`src/hdl/mbd_pkg.sv`:
```
`timescale 1ns / 1ps

package mbd_pkg;

    // access kinds
    localparam logic [1:0] KIND_CPU_READ   = 2'd0;
    localparam logic [1:0] KIND_CPU_WRITE  = 2'd1;
    localparam logic [1:0] KIND_VIDEO_READ = 2'd2;

    // target devices
    localparam logic [3:0] TGT_RAM    = 4'd0;
    localparam logic [3:0] TGT_BASIC  = 4'd1;
    localparam logic [3:0] TGT_KERNAL = 4'd2;
    localparam logic [3:0] TGT_CHAR   = 4'd3;
    localparam logic [3:0] TGT_VIDEO  = 4'd4;
    localparam logic [3:0] TGT_SOUND  = 4'd5;
    localparam logic [3:0] TGT_COLOUR = 4'd6;
    localparam logic [3:0] TGT_CIA1   = 4'd7;
    localparam logic [3:0] TGT_CIA2   = 4'd8;
    localparam logic [3:0] TGT_IO1    = 4'd9;
    localparam logic [3:0] TGT_IO2    = 4'd10;
    localparam logic [3:0] TGT_PORT   = 4'd11;

    // map cell codes
    localparam logic [2:0] MAP_RAM    = 3'd0;
    localparam logic [2:0] MAP_BASIC  = 3'd1;
    localparam logic [2:0] MAP_IO     = 3'd2;
    localparam logic [2:0] MAP_KERNAL = 3'd3;
    localparam logic [2:0] MAP_CHAR   = 3'd4;

    // fixed addresses and masks
    localparam logic [15:0] ADDR_PORT   = 16'h0001;
    localparam logic [15:0] BASIC_BASE  = 16'hA000;
    localparam logic [15:0] CHAR_BASE   = 16'hD000;
    localparam logic [15:0] KERNAL_BASE = 16'hE000;
    localparam logic [7:0]  PORT_RESET  = 8'h37;
    localparam logic [7:0]  PORT_FORCE  = 8'h10;

    typedef struct packed {
        logic [1:0]  kind;
        logic [15:0] address;
        logic [7:0]  write_data;
        logic [1:0]  video_bank_bits;
    } t_item;

    typedef struct packed {
        logic [3:0]  target;
        logic [15:0] offset;
        logic [7:0]  port_value;
    } t_result;

    // Map row contents: column 0 A000-BFFF, 1 D000-DFFF, 2 E000-FFFF
    function automatic logic [2:0] map_cell(input logic [2:0] row, input logic [1:0] col);
        logic [2:0] entry;
        entry = MAP_RAM;
        case (col)
            2'd0: entry = (row == 3'd3 || row == 3'd7) ? MAP_BASIC : MAP_RAM;
            2'd1: begin
                case (row)
                    3'd1, 3'd2, 3'd3: entry = MAP_CHAR;
                    3'd5, 3'd6, 3'd7: entry = MAP_IO;
                    default:          entry = MAP_RAM;
                endcase
            end
            2'd2: entry = (row == 3'd2 || row == 3'd3 || row == 3'd6 || row == 3'd7)
                          ? MAP_KERNAL : MAP_RAM;
            default: entry = MAP_RAM;
        endcase
        return entry;
    endfunction

endpackage

```
`src/hdl/mbd_decode.sv`:
```
`timescale 1ns / 1ps

module mbd_decode import mbd_pkg::*; (
    input  t_item      i_item,
    input  logic [7:0] i_port,
    output t_result    o_result,
    output logic       o_port_wr
);

    logic [15:0] a;
    logic [2:0]  region;
    logic [1:0]  bank;
    logic [13:0] a14;
    logic [3:0]  io_tgt;
    logic [15:0] io_off;

    assign a = i_item.address;

    // map region for this address under the current port row
    always_comb begin
        region = MAP_RAM;
        if (a[15:13] == 3'b101) begin
            region = map_cell(i_port[2:0], 2'd0);
        end else if (a[15:12] == 4'hD) begin
            region = map_cell(i_port[2:0], 2'd1);
        end else if (a[15:13] == 3'b111) begin
            region = map_cell(i_port[2:0], 2'd2);
        end
    end

    // I/O page split, valid inside D000-DFFF
    always_comb begin
        io_tgt = TGT_IO2;
        io_off = {8'd0, a[7:0]};
        case (a[11:10])
            2'b00: begin
                io_tgt = TGT_VIDEO;
                io_off = {10'd0, a[5:0]};
            end
            2'b01: begin
                io_tgt = TGT_SOUND;
                io_off = {6'd0, a[9:0]};
            end
            2'b10: begin
                io_tgt = TGT_COLOUR;
                io_off = {6'd0, a[9:0]};
            end
            default: begin
                case (a[9:8])
                    2'b00: begin
                        io_tgt = TGT_CIA1;
                        io_off = {12'd0, a[3:0]};
                    end
                    2'b01: begin
                        io_tgt = TGT_CIA2;
                        io_off = {12'd0, a[3:0]};
                    end
                    2'b10: begin
                        io_tgt = TGT_IO1;
                        io_off = {8'd0, a[7:0]};
                    end
                    default: begin
                        io_tgt = TGT_IO2;
                        io_off = {8'd0, a[7:0]};
                    end
                endcase
            end
        endcase
    end

    // video side sees the inverted bank bits
    assign bank = ~i_item.video_bank_bits;
    assign a14  = a[13:0];

    // per-kind decode
    always_comb begin
        o_result.target     = TGT_RAM;
        o_result.offset     = a;
        o_result.port_value = 8'd0;
        o_port_wr           = 1'b0;
        unique case (i_item.kind)
            KIND_VIDEO_READ: begin
                if (!bank[0] && a14[13:12] == 2'b01) begin
                    o_result.target = TGT_CHAR;
                    o_result.offset = {4'd0, a[11:0]};
                end else begin
                    o_result.target = TGT_RAM;
                    o_result.offset = {bank, a14};
                end
            end
            KIND_CPU_WRITE: begin
                if (region == MAP_IO) begin
                    o_result.target = io_tgt;
                    o_result.offset = io_off;
                end
                o_port_wr = (a == ADDR_PORT);
            end
            default: begin
                if (a == ADDR_PORT) begin
                    o_result.target     = TGT_PORT;
                    o_result.offset     = ADDR_PORT;
                    o_result.port_value = i_port | PORT_FORCE;
                end else begin
                    unique case (region)
                        MAP_BASIC: begin
                            o_result.target = TGT_BASIC;
                            o_result.offset = a - BASIC_BASE;
                        end
                        MAP_KERNAL: begin
                            o_result.target = TGT_KERNAL;
                            o_result.offset = a - KERNAL_BASE;
                        end
                        MAP_CHAR: begin
                            o_result.target = TGT_CHAR;
                            o_result.offset = a - CHAR_BASE;
                        end
                        MAP_IO: begin
                            o_result.target = io_tgt;
                            o_result.offset = io_off;
                        end
                        default: begin
                            o_result.target = TGT_RAM;
                            o_result.offset = a;
                        end
                    endcase
                end
            end
        endcase
    end

endmodule

```
`src/hdl/memory_bank_decoder.sv`:
```
`timescale 1ns / 1ps

// Bank-switching address decoder.
// Input channel: i_in_valid / o_in_stall carry one access per beat (kind,
// address, write data, video bank bits). Output channel: o_out_valid /
// i_out_stall carry the decoded target device, offset and port value.
// Each beat is captured in an input register, decoded by one pass of
// combinational logic and held in a result register, so a result reaches
// the output from the result register once the input register passes it on. Throughput is one
// beat per cycle while the receiver does not stall; the processor-port register is updated as a write to
// address 1 leaves the input register, so the next beat already sees it.
// Reset (synchronous, i_rst_n low) empties both registers and loads the
// port register with 0x37.
// When the receiver stalls, the result register holds its beat; the input
// register still takes one more beat, after which o_in_stall rises until
// the output moves again.
module memory_bank_decoder import mbd_pkg::*; (
    input  logic        i_clk,
    input  logic        i_rst_n,
    input  logic        i_in_valid,
    output logic        o_in_stall,
    input  logic [1:0]  i_kind,
    input  logic [15:0] i_address,
    input  logic [7:0]  i_write_data,
    input  logic [1:0]  i_video_bank_bits,
    output logic        o_out_valid,
    input  logic        i_out_stall,
    output logic [3:0]  o_target,
    output logic [15:0] o_offset,
    output logic [7:0]  o_port_value
);

    logic    r_in_valid;
    t_item   r_in;
    logic    r_out_valid;
    t_result r_out;
    logic [7:0] r_port;

    t_result n_out;
    logic    dec_port_wr;
    logic    out_load;
    logic    in_load;

    // handshake: result register frees when empty or taken
    assign out_load   = !r_out_valid || !i_out_stall;
    assign o_in_stall = r_in_valid && !out_load;
    assign in_load    = i_in_valid && !o_in_stall;

    mbd_decode u_decode (
        .i_item    (r_in),
        .i_port    (r_port),
        .o_result  (n_out),
        .o_port_wr (dec_port_wr)
    );

    // input register
    always_ff @(posedge i_clk) begin
        if (!i_rst_n) begin
            r_in_valid <= 1'b0;
        end else if (!o_in_stall) begin
            r_in_valid <= i_in_valid;
        end
        if (in_load) begin
            r_in.kind            <= i_kind;
            r_in.address         <= i_address;
            r_in.write_data      <= i_write_data;
            r_in.video_bank_bits <= i_video_bank_bits;
        end
    end

    // result register
    always_ff @(posedge i_clk) begin
        if (!i_rst_n) begin
            r_out_valid <= 1'b0;
        end else if (out_load) begin
            r_out_valid <= r_in_valid;
        end
        if (out_load && r_in_valid) begin
            r_out <= n_out;
        end
    end

    // processor port
    always_ff @(posedge i_clk) begin
        if (!i_rst_n) begin
            r_port <= PORT_RESET;
        end else if (out_load && r_in_valid && dec_port_wr) begin
            r_port <= r_in.write_data;
        end
    end

    assign o_out_valid  = r_out_valid;
    assign o_target     = r_out.target;
    assign o_offset     = r_out.offset;
    assign o_port_value = r_out.port_value;

endmodule

```
`config.mk`:
```
export PLATFORM = sky130hd
export DESIGN_NAME = memory_bank_decoder
export DESIGN_NICKNAME = d
export VERILOG_FILES = /design/src/hdl/mbd_pkg.sv /design/src/hdl/mbd_decode.sv /design/src/hdl/memory_bank_decoder.sv
export SDC_FILE = /design/constraint.sdc
export NUM_CORES = 1
export LEC_CHECK = 0
export BUFFER_PORTS_ARGS = -buffer_cell sky130_fd_sc_hd__buf_2
export CAP_MARGIN = 20
export CORE_MARGIN = 4
export CORE_UTILIZATION = 25
export CTS_BUF_LIST = sky130_fd_sc_hd__clkbuf_8 sky130_fd_sc_hd__clkbuf_16
export DETAILED_ROUTE_END_ITERATION = 8
export PLACE_DENSITY = 0.44
export SETUP_SLACK_MARGIN = 0.1
export SLEW_MARGIN = 10
export SYNTH_ARGS = -nofsm -noshare
export SYNTH_HDL_FRONTEND = slang
export SYNTH_SLANG_ARGS = --single-unit
```
`constraint.sdc`:
```
create_clock -name i_clk -period 5 [get_ports i_clk]
set_input_delay 0.5 -clock i_clk [delete_from_list [all_inputs] [get_ports i_clk]]
set_output_delay 0.5 -clock i_clk [all_outputs]
set_load 0.01 [all_outputs]
```
==> implementation parameters, run 1 <==
Parameter                              Value

Run status
  Status    finished, final reports clean

Global routing
  Total global-route track usage    10.4%
  Antenna violations before repair    0
  Largest net degree at the start of global routing    29
  Met1 track utilization from global routing    13.6%
  Met3 demand-to-capacity share in global routing    3.76%
  Vias in the first global route    1956
  Met2 track utilization from global routing    14.8%
  Global-route wire length before repair    10300 um
  Residual overflow from global routing    0
  Layer with the highest usage after global routing    met2

STA
  # setup viols final    0
  Largest clock skew in the final design    7.24 ps
  Count of endpoints failing hold in the final timing report    0
  RSZ-0062 raised after global routing    no
  Total Negative Setup Slacks    0 ps
  Final Cycle Share    53.9%
  Peak clock frequency supported by timing    371 MHz
  Worst-Margin Slew    750 ps
  Setup WS post-layout    2300 ps
  Total count of max-transition violations in the final report    0
  Min cycle time layout    2700 ps
  Headroom to the max-slew limit    49.6%

Power
  Maximum vdd ir drop    0.000178 V
  Power spent charging and discharging nets    0.288 mW
  Power per cell area    373 mW/mm^2
  Switching power as a share of total power    21.0%
  Leak pwr    1.46 nW
  Power after layout    1.37 mW
  Internal power summed over all cells    1.08 mW
  Share of total power in combinational logic    8.1%
  Clock share of power    46.2%
  Sequential fraction of design power    45.7%

Logic synthesis
  Flip-flop and latch count after synthesis    64
  Number of warnings issued by yosys    0
  EDFF count, synth    55
  Sequential-to-total area share from yosys stat    62.8%
  Syn_nets    269
  Netlist Area Pre-Place    0.00292 mm^2
  Avg Inst Size Synth    13.1 um^2
  Async SR Flop Fraction    0%
  Post-synth top area cell    edfxtp_1
  Top cell type's share of synthesized area    56.6%
  Most area-consuming cells after synthesis    edfxtp_1 57%, dfxtp_1 6.2%, ha_1 6.0%, nand3_1 2.4%, inv_1 1.9%
  Mapped Cells    222
  Distinct cells, synth    52
  Dominant register cell in the synthesized netlist    edfxtp_1

CTS
  H-tree depth reported by CTS    3
  Postcts setup bufs    0
  Total number of clock tree sinks    64
  Reg clk slew, reported paths    50 ps
  Cells resized by post-CTS repair    0
  Clock Tree Root    clkbuf_16
  Clk_lat worst skew    330 ps
  Maximum buffer depth of the clock tree    2
  Total clock buffers created by CTS    9
  Quantity of hold-fixing buffers added after cts    0
  CTS tree    done

Run
  MaxCap Viol Count    0

Setup path
  Data arrival time of the worst path    2740 ps
  Req. time, crit path    5050 ps
  Worst-path maximum fanout    7
  Kind of launch point of the worst setup path    flip-flop
  Worst R2R Setup Slack    2300 ps
  Category of the critical setup timing path    reg2reg
  Worst Setup End Kind    flip-flop

Placement
  Post-placement worst setup slack    2330 ps
  DPL Wire Length    4900 um
  Number of I/O port buffers    60
  Global placement routability congestion    0.822

Floorplanning
  I/O pins    62
  Standard-cell rows    39
  Die area    0.0135 mm^2
  Core ar.    0.0114 mm^2
  Initial core utilization    25.6%
  Die Wd    116 um
  Die height    116 um

Drt
  Remaining design rule violation count    0
  First-iteration detailed-routing DRC count    104
  Total length of routed wires    6610 um
  Via count of the routed design    1997
  Post-DR wirelength/cell    15.2 um
  Number of optimization iterations in the first detailed-route pass    4
  Number of nets still failing antenna checks after routing    0
  Vias per std cell    4.58

Finish
  Inserted Diodes    0
  Area occupied by multi-input gates    992 um^2
  Filler Cell Count    1178
  Share of cells above drive strength 1    28.7%
  Most common cell after layout, fill and taps aside    buf_2
  Area growth from synthesis to layout    26.2%
  Most frequent cells in the layout    60 x buf_2, 55 x edfxtp_1, 19 x inv_1
  Sequential standard cell area    0.00183 mm^2
  Post-layout nets    335

Hold path
  Tightest Hold Check Type    in2reg
[Yosys cell counts (3+ instances only)]
master and instances:
nor3_1 3, and3_1 4, dfxtp_1 9, ha_1 14
nor2_1 11, edfxtp_1 55, a21oi_1 10, o22ai_1 3
o31ai_1 3, nand3_1 14, a211oi_1 3, inv_1 15
a31oi_1 3, o21ai_0 5, nor2b_1 6, o21ai_1 8
a21boi_0 4, and2_1 8, nand2_1 4
[path summary, 6_finish.rpt]
path	startpoint	to	depth (start not counted)
worst max-delay path	r_in[23]	o_offset[14]	6
worst min-delay path	i_video_bank_bits[0]	r_in[0]	1
worst max register to register	r_in[23]	o_offset[14]	6
worst min register to register	r_port[7]	r_port[7]	2
[worst max-delay path: stages, from the launching register on]
cell and delay (ps):
edfxtp_1 450, inv_1 140, ha_1 290, or4_4 530, fa_1 430, o311ai_0 350, o221ai_1 210
[kinds of logic (layout without fill, tap and decap cells)]
family	count (synthesis)	count (layout)	share of synthesized area, %
AO/OA/AOI/OAI	56	56	13.6
adder cells (fa/ha/maj)	15	15	6.69
buffers and inverters	22	93	3.30
flip-flops	64	64	62.8
multiplexers	1	1	0.343
AND/OR/NAND/NOR	64	64	13.3
[power by group through the flow]
stage | combinational [mW] | clock, mW | sequential (mW)
floorplan | 0.0615 | 0 | 0.640
global placement | 0.112 | 0 | 0.636
detailed placement | 0.112 | 0 | 0.637
CTS | 0.113 | 0.652 | 0.626
global route | 0.124 | 0.675 | 0.629
finish | 0.111 | 0.634 | 0.626
[layout make-up]
type | instances | share of cell area, %
clock buffers | 9 | 6.12
repair buffers | 62 | 8.56
multi-input cells | 136 | 26.9
flip-flops and latches | 64 | 49.7
well taps | 143 | 4.86
clock inverters | 7 | 2.24
inverters | 15 | 1.53
[flip-flops by register name, indices dropped and copies added (netlist names)]
register / flops
r_in: 27
r_port: 7
o_out_valid: 1
r_in_valid: 1
o_target: 4
o_offset: 16
o_port_value: 8
[metrics by stage]
step | cells | instance area [um^2] | hold WS, ps | utilization [%]
6_report | 436 | 3680 | 344 | 32.2
5_1_grt | 436 | 3680 | 333 | 32.2
4_1_cts | 436 | 3680 | 330 | 32.2
3_5_place_dp | 420 | 3370 | 472 | 29.6
3_3_place_gp | 420 | 3370 | 472 | 29.6
2_1_floorplan | 222 | 2920 | 442 | -
[layer usage]
layer  part of all wire [%]  wire (um)
met1                     46       3020
met2                     44       2890
met3                    8.0        528
met4                    2.7        177
met5                      0          0
Note: power is estimated with default switching activity, not from simulation.
==> run 2: changes to the inputs <==
- ABC_AREA: not set -> 1
- PLACE_DENSITY: 0.44 -> 0.45
- clock period: 5 -> 2.2 ns (I/O delays scaled with it)
==> run 2 against run 1 <==
  * Synthesized area is 4.3% higher
  * First-iteration DRC count is 33% lower
  * Final cell count is 22% higher
  * Sequential power is 130% higher
  * Critical path depth is 3 higher
  * Maximum frequency is 36% higher
  * Cell area is 6.5% higher
  * Clock skew hardly changed
  * Power is 140% higher
  * Clock power is 140% higher
  * Worst setup slack worse by 2100 ps
  * Synthesized cell count is 37% higher
  * Critical endpoint is now o_offset[15]
  * Highest routed layer unchanged
==> implementation parameters, run 2 <==
Parameter                              Value

Global routing
  Vias in the first global route    2275
  Antenna violations before repair    0
  Global-route wire length before repair    11300 um
  Total global-route track usage    10.7%
  Largest net degree at the start of global routing    23
  Residual overflow from global routing    0

Finish
  Most common cell after layout, fill and taps aside    nand2_1
  Largest register FFs    27
  Share of cells above drive strength 1    26.8%
  Post-layout nets    427
  Inserted Diodes    0
  Area growth from synthesis to layout    28.9%
  Top register by number of flip-flops    r_in
  Most frequent cells in the layout    66 x nand2_1, 60 x buf_2, 55 x edfxtp_1

Logic synthesis
  Mapped Cells    304
  Avg Inst Size Synth    10.0 um^2
  Dominant combinational cell family by area after synthesis    simple AND/OR/NAND/NOR gates
  Post-synth top area cell    edfxtp_1
  EDFF count, synth    55
  XOR/XNOR Fraction of Synth Area    0.576%
  Number of warnings issued by yosys    0
  Distinct cells, synth    26
  Dominant register cell in the synthesized netlist    edfxtp_1
  Most area-consuming cells after synthesis    edfxtp_1 54%, nand2_1 8.3%, dfxtp_1 5.9%, ha_1 5.8%, nor2_1 5.1%
  Sequential-to-total area share from yosys stat    60.2%
  Fraction of the mapped netlist area in adder cells    6.41%
  Flip-flop and latch count after synthesis    64
  Top cell type's share of synthesized area    54.3%
  Netlist Area Pre-Place    0.00304 mm^2
  Synthesized-area fraction occupied by and/or/nand/nor cells    23.5%
  Multiplexer fraction of the synthesized cell area    0%
  Library cell with the highest instance count after synthesis    nand2_1
  Syn_nets    351
  Commonest cells in the synthesized netlist    67 x nand2_1, 55 x edfxtp_1, 41 x nor2_1, 37 x inv_1, 28 x nand3_1
  Async SR Flop Fraction    0%
  Share of the synthesized area in compound gates (AO/OA/AOI/OAI)    3.45%

STA
  Total count of max-transition violations in the final report    0
  Final Cycle Share    90.2%
  Worst-Margin Slew    530 ps
  RSZ-0062 raised after global routing    no
  Headroom to the max-slew limit    64.4%
  Largest clock skew in the final design    7.46 ps
  Tightest hold margin    50.3 ps
  Count of endpoints failing hold in the final timing report    0
  Total Negative Setup Slacks    0 ps
  Min cycle time layout    1980 ps
  # setup viols final    0
  Peak clock frequency supported by timing    504 MHz

Placement
  DPL Wire Length    5250 um
  Global placement routability congestion    0.809
  Number of I/O port buffers    60

Drt
  Number of nets still failing antenna checks after routing    0
  Post-DR wirelength/cell    13.0 um
  Number of optimization iterations in the first detailed-route pass    4
  Vias per std cell    4.20
  Via count of the routed design    2233
  Remaining design rule violation count    0
  Total length of routed wires    6890 um
  First-iteration detailed-routing DRC count    70

Hold path
  Min-Delay Path Depth    1
  HP Start    i_address[7]
  End of the worst hold path    r_in[17]
  Tightest Hold Check Type    in2reg

Floorplanning
  Die height    118 um
  Die Wd    118 um
  Standard-cell rows    40
  Die area    0.0140 mm^2
  Initial core utilization    25.4%
  Core ar.    0.0120 mm^2
  I/O pins    62

CTS
  Clock Tree Root    clkbuf_16
  Quantity of hold-fixing buffers added after cts    0
  H-tree depth reported by CTS    3
  Clk_lat worst skew    340 ps
  Reg clk slew, reported paths    60 ps
  Maximum buffer depth of the clock tree    2
  Total number of clock tree sinks    64
  Total clock buffers created by CTS    9
  CTS tree    done

Setup path
  Worst-path maximum fanout    4
  Worst Setup End Kind    flip-flop
  Reg-to-reg critical path endpoint    o_offset[15]
  Worst R2R Setup Slack    220 ps
  Startpoint of the most critical register-to-register path    r_in[22]
  Category of the critical setup timing path    reg2reg
  Req. time, crit path    2290 ps
  Data arrival time of the worst path    2070 ps
  Depth of the worst register-to-register path    9
  Kind of launch point of the worst setup path    flip-flop

Power
  Maximum vdd ir drop    0.000262 V
  Power per cell area    823 mW/mm^2
  Leak pwr    1.77 nW

Run
  MaxCap Viol Count    0

Run status
  Status    finished, final reports clean
[run 2: routing by layer]
| layer | vias to the layer above | global-route usage [%] | wire length (um) |
|---|---|---|---|
| met5 | - | 0 | 0 |
| li1 | 1160 | - | - |
| met3 | 11 | 3.54 | 500 |
| met2 | 60 | 16.3 | 3130 |
| met4 | 0 | 7.25 | 174 |
| met1 | 1002 | 12.7 | 3090 |
[run 2: per-stage QoR]
stage	instances	setup WS [ps]	util (%)	area, um^2	total power [mW]
detailed placement	515	129	29.9	3580	1.73
global route	532	109	32.8	3920	3.37
floorplan	304	215	-	3040	1.61
finish	532	216	32.8	3920	3.23
global placement	515	147	29.9	3580	1.73
CTS	531	122	32.7	3910	3.28
[run 2: cells by family (layout without fill, tap and decap cells)]
group / Yosys count / after routing
xor gates and xnor gates: 2 / 2
adders and majority gates: 15 / 15
buffers and inverters: 46 / 127
and+or+nand+nor: 156 / 156
DFF: 64 / 64
AOI/OAI and AO/OA: 21 / 21
[run 2: worst max path at each step]
stage | startpoint | endpoint
final | r_in[22] | o_offset[15]
after global routing | r_in[23] | o_offset[15]
after floorplan | r_in[23] | o_offset[15]
after CTS | r_in[22] | o_offset[15]
after global placement | r_in[22] | o_offset[15]
after detailed placement | r_in[22] | o_offset[15]
[run 2: power breakdown]
group / switching [mW] / total (mW) / internal, mW
sequential: 0.0239 / 1.42 / 1.39
clock: 0.528 / 1.52 / 0.996
combinational: 0.181 / 0.289 / 0.108
total: 0.733 / 3.23 / 2.50
[run 2: worst max-delay path, cell delays in order (launching register included)]
cell and delay [ps]:
edfxtp_1 420, ha_2 240, nor2_1 140, nand2_2 110
fa_1 390, xor2_1 170, nand2_1 80, nand3_1 70
nand2_1 70, nand2_1 50
[run 2: timing repair]
| item | 4_1_cts | 5_1_grt |
|---|---|---|
| gates resized for setup | 0 | 2 |
| setup endpoints to repair | 0 | 1 |
| buffers inserted | 0 | 1 |
[run 2: cell type report]
type | instances | area (um^2)
inverters | 42 | 158
clock inverters | 3 | 16.3
multi-input cells | 194 | 1040
well taps | 147 | 184
clock buffers | 13 | 314
flip-flops and latches | 64 | 1830
fillers | 1240 | 8040
repair buffers | 69 | 380
